## config.mk

```make
export PLATFORM = sky130hd
export DESIGN_NAME = keyed_handler_table
export DESIGN_NICKNAME = d
export VERILOG_FILES = /design/src/hdl/khtbl_pkg.sv /design/src/hdl/keyed_handler_table.sv /design/src/hdl/khtbl_match.sv
export VERILOG_INCLUDE_DIRS = /design/src /design/src/hdl
export SDC_FILE = /design/constraint.sdc
export NUM_CORES = 2
export LEC_CHECK = 0
export ABC_AREA = 1
export BUFFER_PORTS_ARGS = -buffer_cell sky130_fd_sc_hd__buf_2
export CAP_MARGIN = 20
export CORE_MARGIN = 8
export CORE_UTILIZATION = 57
export CTS_CLUSTER_DIAMETER = 50
export DETAILED_ROUTE_END_ITERATION = 6
export PLACE_DENSITY_LB_ADDON = 0.08
export SKIP_CTS_REPAIR_TIMING = 1
export SLEW_MARGIN = 25
export SYNTH_ARGS = -nofsm -noshare
export SYNTH_HDL_FRONTEND = slang
export SYNTH_HIERARCHICAL = 1
export SYNTH_SLANG_ARGS = --single-unit
```

## constraint.sdc

```tcl
create_clock -name clk_i -period 8.95 [get_ports clk_i]
set_input_delay 1.79 -clock clk_i [delete_from_list [all_inputs] [get_ports clk_i]]
set_output_delay 1.79 -clock clk_i [all_outputs]
set_load 0.05 [all_outputs]
```

## src/hdl/assert_macros.svh

```systemverilog
// Assertion helpers used by the table RTL
`ifndef ASSERT_MACROS_SVH
`define ASSERT_MACROS_SVH

`ifndef SYNTH

// Check a property on every rising edge outside reset
`define ASSERT_PROP(name, clk, rst_n, prop, msg) \
  name: assert property (@(posedge clk) disable iff (!rst_n) (prop)) else $error(msg);

// Check that a condition never holds outside reset
`define ASSERT_NEVER(name, clk, rst_n, cond, msg) \
  name: assert property (@(posedge clk) disable iff (!rst_n) !(cond)) else $error(msg);

`else

`define ASSERT_PROP(name, clk, rst_n, prop, msg)
`define ASSERT_NEVER(name, clk, rst_n, cond, msg)

`endif

`endif

```

## src/hdl/khtbl_pkg.sv

```systemverilog
`default_nettype none

package khtbl_pkg;

  // Table geometry
  localparam int SLOTS       = 16;
  localparam int KEY_BITS    = 32;
  localparam int HANDLE_BITS = 32;
  localparam int FIELD_BITS  = 32;

  // Stored widths: request fields are cut to the configured widths
  localparam int KEY_W    = (KEY_BITS < FIELD_BITS) ? KEY_BITS : FIELD_BITS;
  localparam int HANDLE_W = (HANDLE_BITS < FIELD_BITS) ? HANDLE_BITS : FIELD_BITS;

  // Request codes
  typedef enum logic [1:0] {
    KIND_ADD    = 2'd0,
    KIND_GET    = 2'd1,
    KIND_REMOVE = 2'd2
  } kind_e;

  typedef logic [KEY_W-1:0]    key_t;
  typedef logic [HANDLE_W-1:0] handle_t;
  typedef logic [SLOTS-1:0]    slot_vec_t;

  // Lookup result handed from the match logic to the table
  typedef struct packed {
    logic      hit;
    slot_vec_t hit_oh;
    logic      full;
    slot_vec_t free_oh;
  } match_t;

endpackage

`default_nettype wire

```

## src/hdl/keyed_handler_table.sv

```systemverilog
`default_nettype none
`include "assert_macros.svh"

// Keyed handler table: 16 slots of key, handler and argument. A request is
// taken on any cycle with start_i high; busy_o stays low, so one request
// per cycle is sustained. The request is captured in an input register; the
// key compare and the lowest-free search then work on it, and the result is
// held in a result register, from which it is taken. It is shown for one
// cycle only, with done_o high. The receiver cannot stall: it must take every
// result as it comes. Requests see the table as left by every earlier request.
module keyed_handler_table (
  input  wire         clk_i,
  input  wire         rst_ni,
  input  wire         start_i,
  output logic        busy_o,
  input  wire  [1:0]  kind_i,
  input  wire  [31:0] key_i,
  input  wire  [31:0] handler_i,
  input  wire  [31:0] argument_i,
  output logic        done_o,
  output logic        status_o,
  output logic [31:0] found_handler_o,
  output logic [31:0] found_argument_o
);
  import khtbl_pkg::*;

  // Input register
  logic    req_vld_q;
  kind_e   kind_q;
  key_t    key_q;
  handle_t handler_q;
  handle_t argument_q;

  // Table storage
  slot_vec_t valid_q, valid_d;
  key_t      keys_q     [SLOTS];
  handle_t   handlers_q [SLOTS];
  handle_t   args_q     [SLOTS];

  match_t    match;
  logic      add_wr;
  handle_t   rd_handler;
  handle_t   rd_argument;

  // Result register
  logic        done_q;
  logic        status_d, status_q;
  logic [31:0] fh_d, fh_q;
  logic [31:0] fa_d, fa_q;

  assign busy_o = 1'b0;

  // Capture the request
  always_ff @(posedge clk_i or negedge rst_ni) begin
    if (!rst_ni) begin
      req_vld_q <= 1'b0;
    end else begin
      req_vld_q <= start_i && !busy_o;
    end
  end

  always_ff @(posedge clk_i) begin
    if (start_i && !busy_o) begin
      kind_q     <= kind_e'(kind_i);
      key_q      <= key_i[KEY_W-1:0];
      handler_q  <= handler_i[HANDLE_W-1:0];
      argument_q <= argument_i[HANDLE_W-1:0];
    end
  end

  khtbl_match u_match (
    .valid_i (valid_q),
    .keys_i  (keys_q),
    .key_i   (key_q),
    .match_o (match)
  );

  // Read the handles of the matching slot through a one-hot select
  always_comb begin
    rd_handler  = '0;
    rd_argument = '0;
    for (int s = 0; s < SLOTS; s++) begin
      rd_handler  = rd_handler  | (handlers_q[s] & {HANDLE_W{match.hit_oh[s]}});
      rd_argument = rd_argument | (args_q[s]     & {HANDLE_W{match.hit_oh[s]}});
    end
  end

  // Decide the result and the table update
  always_comb begin
    valid_d  = valid_q;
    add_wr   = 1'b0;
    status_d = 1'b1;
    fh_d     = '0;
    fa_d     = '0;
    if (req_vld_q) begin
      case (kind_q)
        KIND_ADD: begin
          if (match.hit) begin
            status_d = 1'b0;
          end else if (!match.full) begin
            add_wr   = 1'b1;
            valid_d  = valid_q | match.free_oh;
            status_d = 1'b0;
          end
        end
        KIND_GET: begin
          if (match.hit) begin
            status_d = 1'b0;
            fh_d     = FIELD_BITS'(rd_handler);
            fa_d     = FIELD_BITS'(rd_argument);
          end
        end
        KIND_REMOVE: begin
          if (match.hit) begin
            valid_d  = valid_q & ~match.hit_oh;
            status_d = 1'b0;
          end
        end
        default: begin
          status_d = 1'b1;
        end
      endcase
    end
  end

  // Hold the valid marks
  always_ff @(posedge clk_i or negedge rst_ni) begin
    if (!rst_ni) begin
      valid_q <= '0;
    end else begin
      valid_q <= valid_d;
    end
  end

  // Write a new entry into the lowest free slot
  always_ff @(posedge clk_i) begin
    for (int s = 0; s < SLOTS; s++) begin
      if (add_wr && match.free_oh[s]) begin
        keys_q[s]     <= key_q;
        handlers_q[s] <= handler_q;
        args_q[s]     <= argument_q;
      end
    end
  end

  // Register the result
  always_ff @(posedge clk_i or negedge rst_ni) begin
    if (!rst_ni) begin
      done_q <= 1'b0;
    end else begin
      done_q <= req_vld_q;
    end
  end

  always_ff @(posedge clk_i) begin
    if (req_vld_q) begin
      status_q <= status_d;
      fh_q     <= fh_d;
      fa_q     <= fa_d;
    end
  end

  assign done_o           = done_q;
  assign status_o         = status_q;
  assign found_handler_o  = fh_q;
  assign found_argument_o = fa_q;

  // Keys are unique among valid slots, so at most one slot matches
  `ASSERT_PROP(a_hit_onehot0, clk_i, rst_ni, $onehot0(match.hit_oh), "several slots hold one key")
  // A free slot is offered exactly when the table is not full
  `ASSERT_PROP(a_free_slot, clk_i, rst_ni, match.full != $onehot(match.free_oh), "free slot pick wrong")
  // A failed request returns zero handles
  `ASSERT_NEVER(a_fail_zero, clk_i, rst_ni, done_o && status_o && ((found_handler_o != '0) || (found_argument_o != '0)), "failed request returned handles")
  // A successful remove clears the matching slot
  `ASSERT_PROP(a_remove_clears, clk_i, rst_ni, (req_vld_q && (kind_q == KIND_REMOVE) && match.hit) |=> ((valid_q & $past(match.hit_oh)) == '0), "remove left slot valid")

endmodule

`default_nettype wire

```

## src/hdl/khtbl_match.sv

```systemverilog
`default_nettype none

module khtbl_match (
  input  khtbl_pkg::slot_vec_t valid_i,
  input  khtbl_pkg::key_t      keys_i [khtbl_pkg::SLOTS],
  input  khtbl_pkg::key_t      key_i,
  output khtbl_pkg::match_t    match_o
);
  import khtbl_pkg::*;

  slot_vec_t hit_oh;

  // Compare the key against every valid slot at once
  always_comb begin
    for (int s = 0; s < SLOTS; s++) begin
      hit_oh[s] = valid_i[s] && (keys_i[s] == key_i);
    end
  end

  // Isolate the lowest free slot; wraps to zero when every slot is taken
  assign match_o.hit_oh  = hit_oh;
  assign match_o.hit     = |hit_oh;
  assign match_o.full    = &valid_i;
  assign match_o.free_oh = ~valid_i & (valid_i + SLOTS'(1));

endmodule

`default_nettype wire

```

After elaboration in Yosys (flattened, before gate mapping)

Memory sizes are Yosys's and may differ from the RTL's.
Index checks and enable logic that the tools add are counted.

Add/sub/neg operators: 1
Eq/ne operators: 21
Reductions and logical operators: 69
Bitwise logic cells: 67
Muxes and demuxes: 134

Operators with widths:

| operator                                                         | number |
|---|---|
| 32-bit bitwise AND                                               | 32 |
| 32-bit 2-to-1 mux                                                | 30 |
| 32-bit OR                                                        | 30 |
| 32-bit OR reduction                                              | 30 |
| 32-bit == test                                                   | 16 |
| 4-bit 2-to-1 mux                                                 | 30 |
| 1-bit 2-to-1 mux                                                 | 69 |
| 16-bit 2-to-1 mux                                                | 3 |
| 16-bit bitwise AND                                               | 2 |
| 1-bit logical AND                                                | 32 |
| 16-bit inverter                                                  | 2 |
| 16-bit one-hot mux with 2 select lines                           | 1 |
| 16-bit by 1-bit adder with 16-bit output (second input constant) | 1 |
| 16-bit OR                                                        | 1 |
| 16-bit AND reduction                                             | 1 |
| 16-bit OR reduction                                              | 1 |
| 2-bit != test (second input constant)                            | 3 |
| 5-bit AND reduction                                              | 1 |
| 2-bit by 1-bit == test with 1-bit output (second input constant) | 1 |
| 2-bit == test (second input constant)                            | 1 |
| 2-bit zero test                                                  | 1 |
| 1-bit one-hot mux with 2 select lines                            | 1 |
| 2-bit AND reduction                                              | 1 |
| 2-bit nonzero test                                               | 1 |
| 2-bit OR reduction                                               | 1 |

Register bits: 693
Input bits: 101
Logic and storage cells: 320
Bits in writable memories: 1024
Output and inout bits: 67
Memories: 2

Memory list:

| name       | depth | width | rd ports | clocked after Yosys merged registers in | wr ports | RTL line                  | RTL |
|---|---|---|---|---|---|---|---|
| args_q     | 16    | 32    | 16       | 0                                       | 1        | keyed_handler_table.sv:38 | `handle_t args_q [SLOTS];` |
| handlers_q | 16    | 32    | 16       | 0                                       | 1        | keyed_handler_table.sv:37 | `handle_t handlers_q [SLOTS];` |

Longest topological paths before layout

Word-level depth: 25
Gate-level depth with buffers: 21

Cells and area by module

Netlist, hierarchy kept.

Modules (own cells, without submodules):

| module              | sequential area each (um^2) | times used | cells each | area each (um^2) |
|---|---|---|---|---|
| keyed_handler_table | 51469.4                     | 1          | 4039       | 60511.8 |
| khtbl_match         | 0.0                         | 1          | 1710       | 8129.0 |

Least setup slack after synthesis

Ideal clock, no wire load.

Path kind: register -> register
From: register req_vld_q
To: memory args_q[0][0] in the netlist's numbering, enable pin
Library setup time: 0.551 ns
Arrival: 6.371 ns
Slack: 2.028 ns
Required time: 8.399 ns
Stages on the path, launching flop included: 4
Period minus slack after synthesis: 6.922 ns
Cell sequence: dfrtp_1 -> nand3_1 -> buf_2 -> nor2_1

Cells in the longest elaborated chain, start to end: 20
Elaborated cells between the ends (all ways): 94

Ends and longest elaborated chain:

| what                                                                                       | RTL line                   | RTL |
|---|---|---|
| start: declaration                                                                         | keyed_handler_table.sv:28  | `logic req_vld_q;` |
| start signal: assignment                                                                   | keyed_handler_table.sv:58  | `req_vld_q <= start_i && !busy_o;` |
| 1-bit 2-to-1 mux (*)                                                                       | keyed_handler_table.sv:95  | `if (req_vld_q) begin` |
| 1-bit logical AND                                                                          | keyed_handler_table.sv:138 | `if (add_wr && match.free_oh[s]) begin` |
| 1-bit 2-to-1 mux                                                                           | keyed_handler_table.sv:138 |  |
| 1-bit 2-to-1 mux (not written as such)                                                     | keyed_handler_table.sv:141 | `args_q[s] <= argument_q;` |
| 32-bit OR reduction (no source line)                                                       | -                          |  |
| 4-bit 2-to-1 mux (no source line) / 1-bit 2-to-1 mux (equally long branches) (15 in a row) | -                          |  |
| end: declaration                                                                           | keyed_handler_table.sv:38  |  |

Every way passes the cells marked *; elsewhere a longest branch is shown, timed or not.

==> results.json <==
{
  "status": "complete, no violations",
  "grt_pass1_vias": 41549,
  "synth.most_common_cell": "nand2_1",
  "max_freq_ghz": 0.1585,
  "timing.slew.headroom": 0.2536,
  "hpwl_mm": 103.0,
  "synthArstFlopShare": 0.01048,
  "synth_ff_type": "edfxtp_1",
  "postRouteWirelength_mm": 189.4,
  "hold_path_class": "flop to flop",
  "min_period_ns": 6.309,
  "path_clk_slew_ns": 0.06,
  "ys_seq_area_frac": 0.7498,
  "synth_top_area_frac": 0.7433,
  "grt_max_degree": 97,
  "cp-start-kind": "flop",
  "cts_num_sinks": 1717,
  "start_util": 0.5737,
  "peakVddDrop_mv": 0.2020,
  "grt_pass1_wl_mm": 274.1,
  "pin_count": 168,
  "synth_cell_types": 43,
  "synth_edf_count": 1699,
  "ys_top_cells_by_count": "2384 x nand2_1, 1699 x edfxtp_1, 660 x nor2_1",
  "die_h_um": 363.0,
  "clk_latency_ns": 0.80,
  "clock_skew_ns": 0.03725,
  "avgSynthCellArea_um2": 11.94,
  "setup_violations": 0,
  "dieWidth_um": 363.0,
  "rsz0062_at_grt": "false",
  "cp.buffers_inverters": 3,
  "syn_to_final_growth_pct": 12.73,
  "finalSetupTns_ns": 0,
  "placeableCoreArea_um2": 119700,
  "first_pass_iters": 7,
  "worstMarginPinSlew_ns": 1.120,
  "synth_area_leader_cell": "edfxtp_1",
  "multi_input_area_um2": 15300,
  "grt.total_usage": 0.2842,
  "ant_nets": 0,
  "finalNetCount": 6092,
  "port_buffers": 166,
  "grt_antenna_before_repair": 4,
  "critPathCaptureType": "flop",
  "nFillCells": 8937,
  "synth_warnings": 6,
  "cts_tree": "built",
  "slowest_stage": "edfxtp_1",
  "drv_cap": 0,
  "dieArea_um2": 131800,
  "wl_per_cell_um": 24.44,
  "crit_path_max_fanout": 48,
  "final-seq-area_um2": 51470,
  "cp_common_cell": "nor2_1",
  "syn_inst": 5749,
  "finalNonFillerCells": 7750,
  "dp.cells": 7417,
  "syn-num-nets": 5854,
  "vias": 43199,
  "crit_required_ns": 9.35,
  "syn-cell-area_um2": 68640,
  "crit_type": "flop to flop",
  "drive_gt1_frac": 0.09940,
  "clock-root-buffer": "clkbuf_16",
  "hold_violations": 0,
  "ys_ff_latch": 1717,
  "cts_made_buffers": 180,
  "drcViolationCount": 0,
  "cp_slowest_stage_delay_ns": 1.01,
  "crit_arrival_ns": 6.71,
  "htreeDepth": 4,
  "post-route-period-util": 0.7049,
  "grt_overflow_total": 0,
  "gp_congestion": 0.9132,
  "clock_path_buffers": 3,
  "p_per_area_nw_per_um2": 226.3,
  "drtIter0Drc": 4932,
  "rows": 127,
  "path_delay_family": "simple AND/OR/NAND/NOR gates",
  "vias_per_cell": 5.574,
  "path_cells": "inv_2 -> o21ai_0 -> nor2_1 -> nand2_1 -> nor2_1 -> nand3_1 -> nor2_4 -> buf_4 -> nor2_1 -> nand2_1 -> nor2_1 -> nand2_1 -> nor2_1 -> nand3_2 -> nor2_4 -> buf_4",
  "maxSlewViolCount": 0,
  "leakagePower_nw": 29.53,
  "synthTopCellsByArea": "edfxtp_1 74%, nand2_1 13%, nor2_1 3.6%"
}
kinds of logic (layout without fill, tap and decap cells):
| family | count (synthesis) | count (layout) | share of synthesized area |
|---|---|---|---|
| xor gates and xnor gates | 149 | 149 | 0.01901 |
| other | 1 | 2 | 0.00005463 |
| and+or+nand+nor | 3175 | 3175 | 0.1776 |
| AOI/OAI and AO/OA | 284 | 284 | 0.02206 |
| adders and majority gates | 4 | 4 | 0.0007292 |
| DFF | 1717 | 1717 | 0.7498 |
| buffers and inverters | 419 | 807 | 0.03070 |
cell usage in the layout, fill, tap and decap left out, drive strengths merged, types with 12 or more instances in the layout:
cell	count
nand2	2387
bufinv	25
xnor2	66
clkinv	75
o211ai	21
dfrtp	18
or2	12
edfxtp	1699
inv	231
xor2	83
nor3	37
buf	257
clkbuf	214
nor2	668
nand3b	16
nand3	50
o21ai	246
flip-flops by register name, summed over array words and instances, names as in the netlist, 2 cells and up:
register / flops
key_q: 32
kind_q: 2
handler_q: 32
found_argument_o: 32
valid_q: 16
found_handler_o: 32
handlers_q: 512
args_q: 512
argument_q: 32
keys_q: 512
power by group:
part           total (mW)  internal [mW]  switching, mW  leakage [nW]
registers            9.20           9.04          0.162          15.6
logic               0.694          0.153          0.541          10.9
clock network        7.62           4.48           3.14          2.97
total                17.5           13.7           3.84          29.5
path summary, 6_finish.rpt:
path                            endpoint        from  depth (start not counted)  slack [ns]
max                        args_q[1][19]   key_q[21]                         16        2.64
min                           valid_q[4]  valid_q[4]                          2        0.56
max reg2reg                args_q[1][19]   key_q[21]                         16        2.64
min reg2reg                   valid_q[4]  valid_q[4]                          2        0.56
max in group asynchronous      req_vld_q      rst_ni                          1        7.48
min in group asynchronous         done_o      rst_ni                          1        0.99
metal layers:
layer  routed length (um)  track usage  vias to the layer above  part of all wire
li1                     -            -                    19684                 -
met1                78610       0.4056                    21086              0.42
met2                86260       0.4438                     2109              0.46
met3                19580      0.06373                      318              0.10
met4                 4940      0.08046                        2             0.026
met5                    9            0                        -          0.000048
tightest hold or removal path: stages, from the launching register on:
cell     delay (ns)
dfrtp_1        0.40
nand2_1        0.07
nand2_1        0.06
metrics by stage:
| stage | hold WS, ns | util | setup slack, ns | total power, mW | area, um^2 |
|---|---|---|---|---|---|
| after floorplan | 0.4987 | - | 2.028 | 9.719 | 68640 |
| after global placement | 0.5167 | 0.5953 | 2.847 | 10.04 | 71230 |
| after detailed placement | 0.5378 | 0.5960 | 2.817 | 10.05 | 71310 |
| after CTS | 0.5494 | 0.6467 | 2.816 | 17.58 | 77370 |
| after global routing | 0.5907 | 0.6467 | 2.409 | 17.95 | 77380 |
| final | 0.5595 | 0.6467 | 2.641 | 17.51 | 77380 |
final cells by class:
cell class | instances | area share
antenna | 1 | 0.00003234
clock inverter | 118 | 0.01809
multi-input combinational | 3613 | 0.1978
tap | 1612 | 0.02607
clock buffer | 214 | 0.06026
inverter | 218 | 0.01083
timing repair buffer | 257 | 0.02176
sequential | 1717 | 0.6652
No activity file was read; power rests on OpenSTA's default activity.
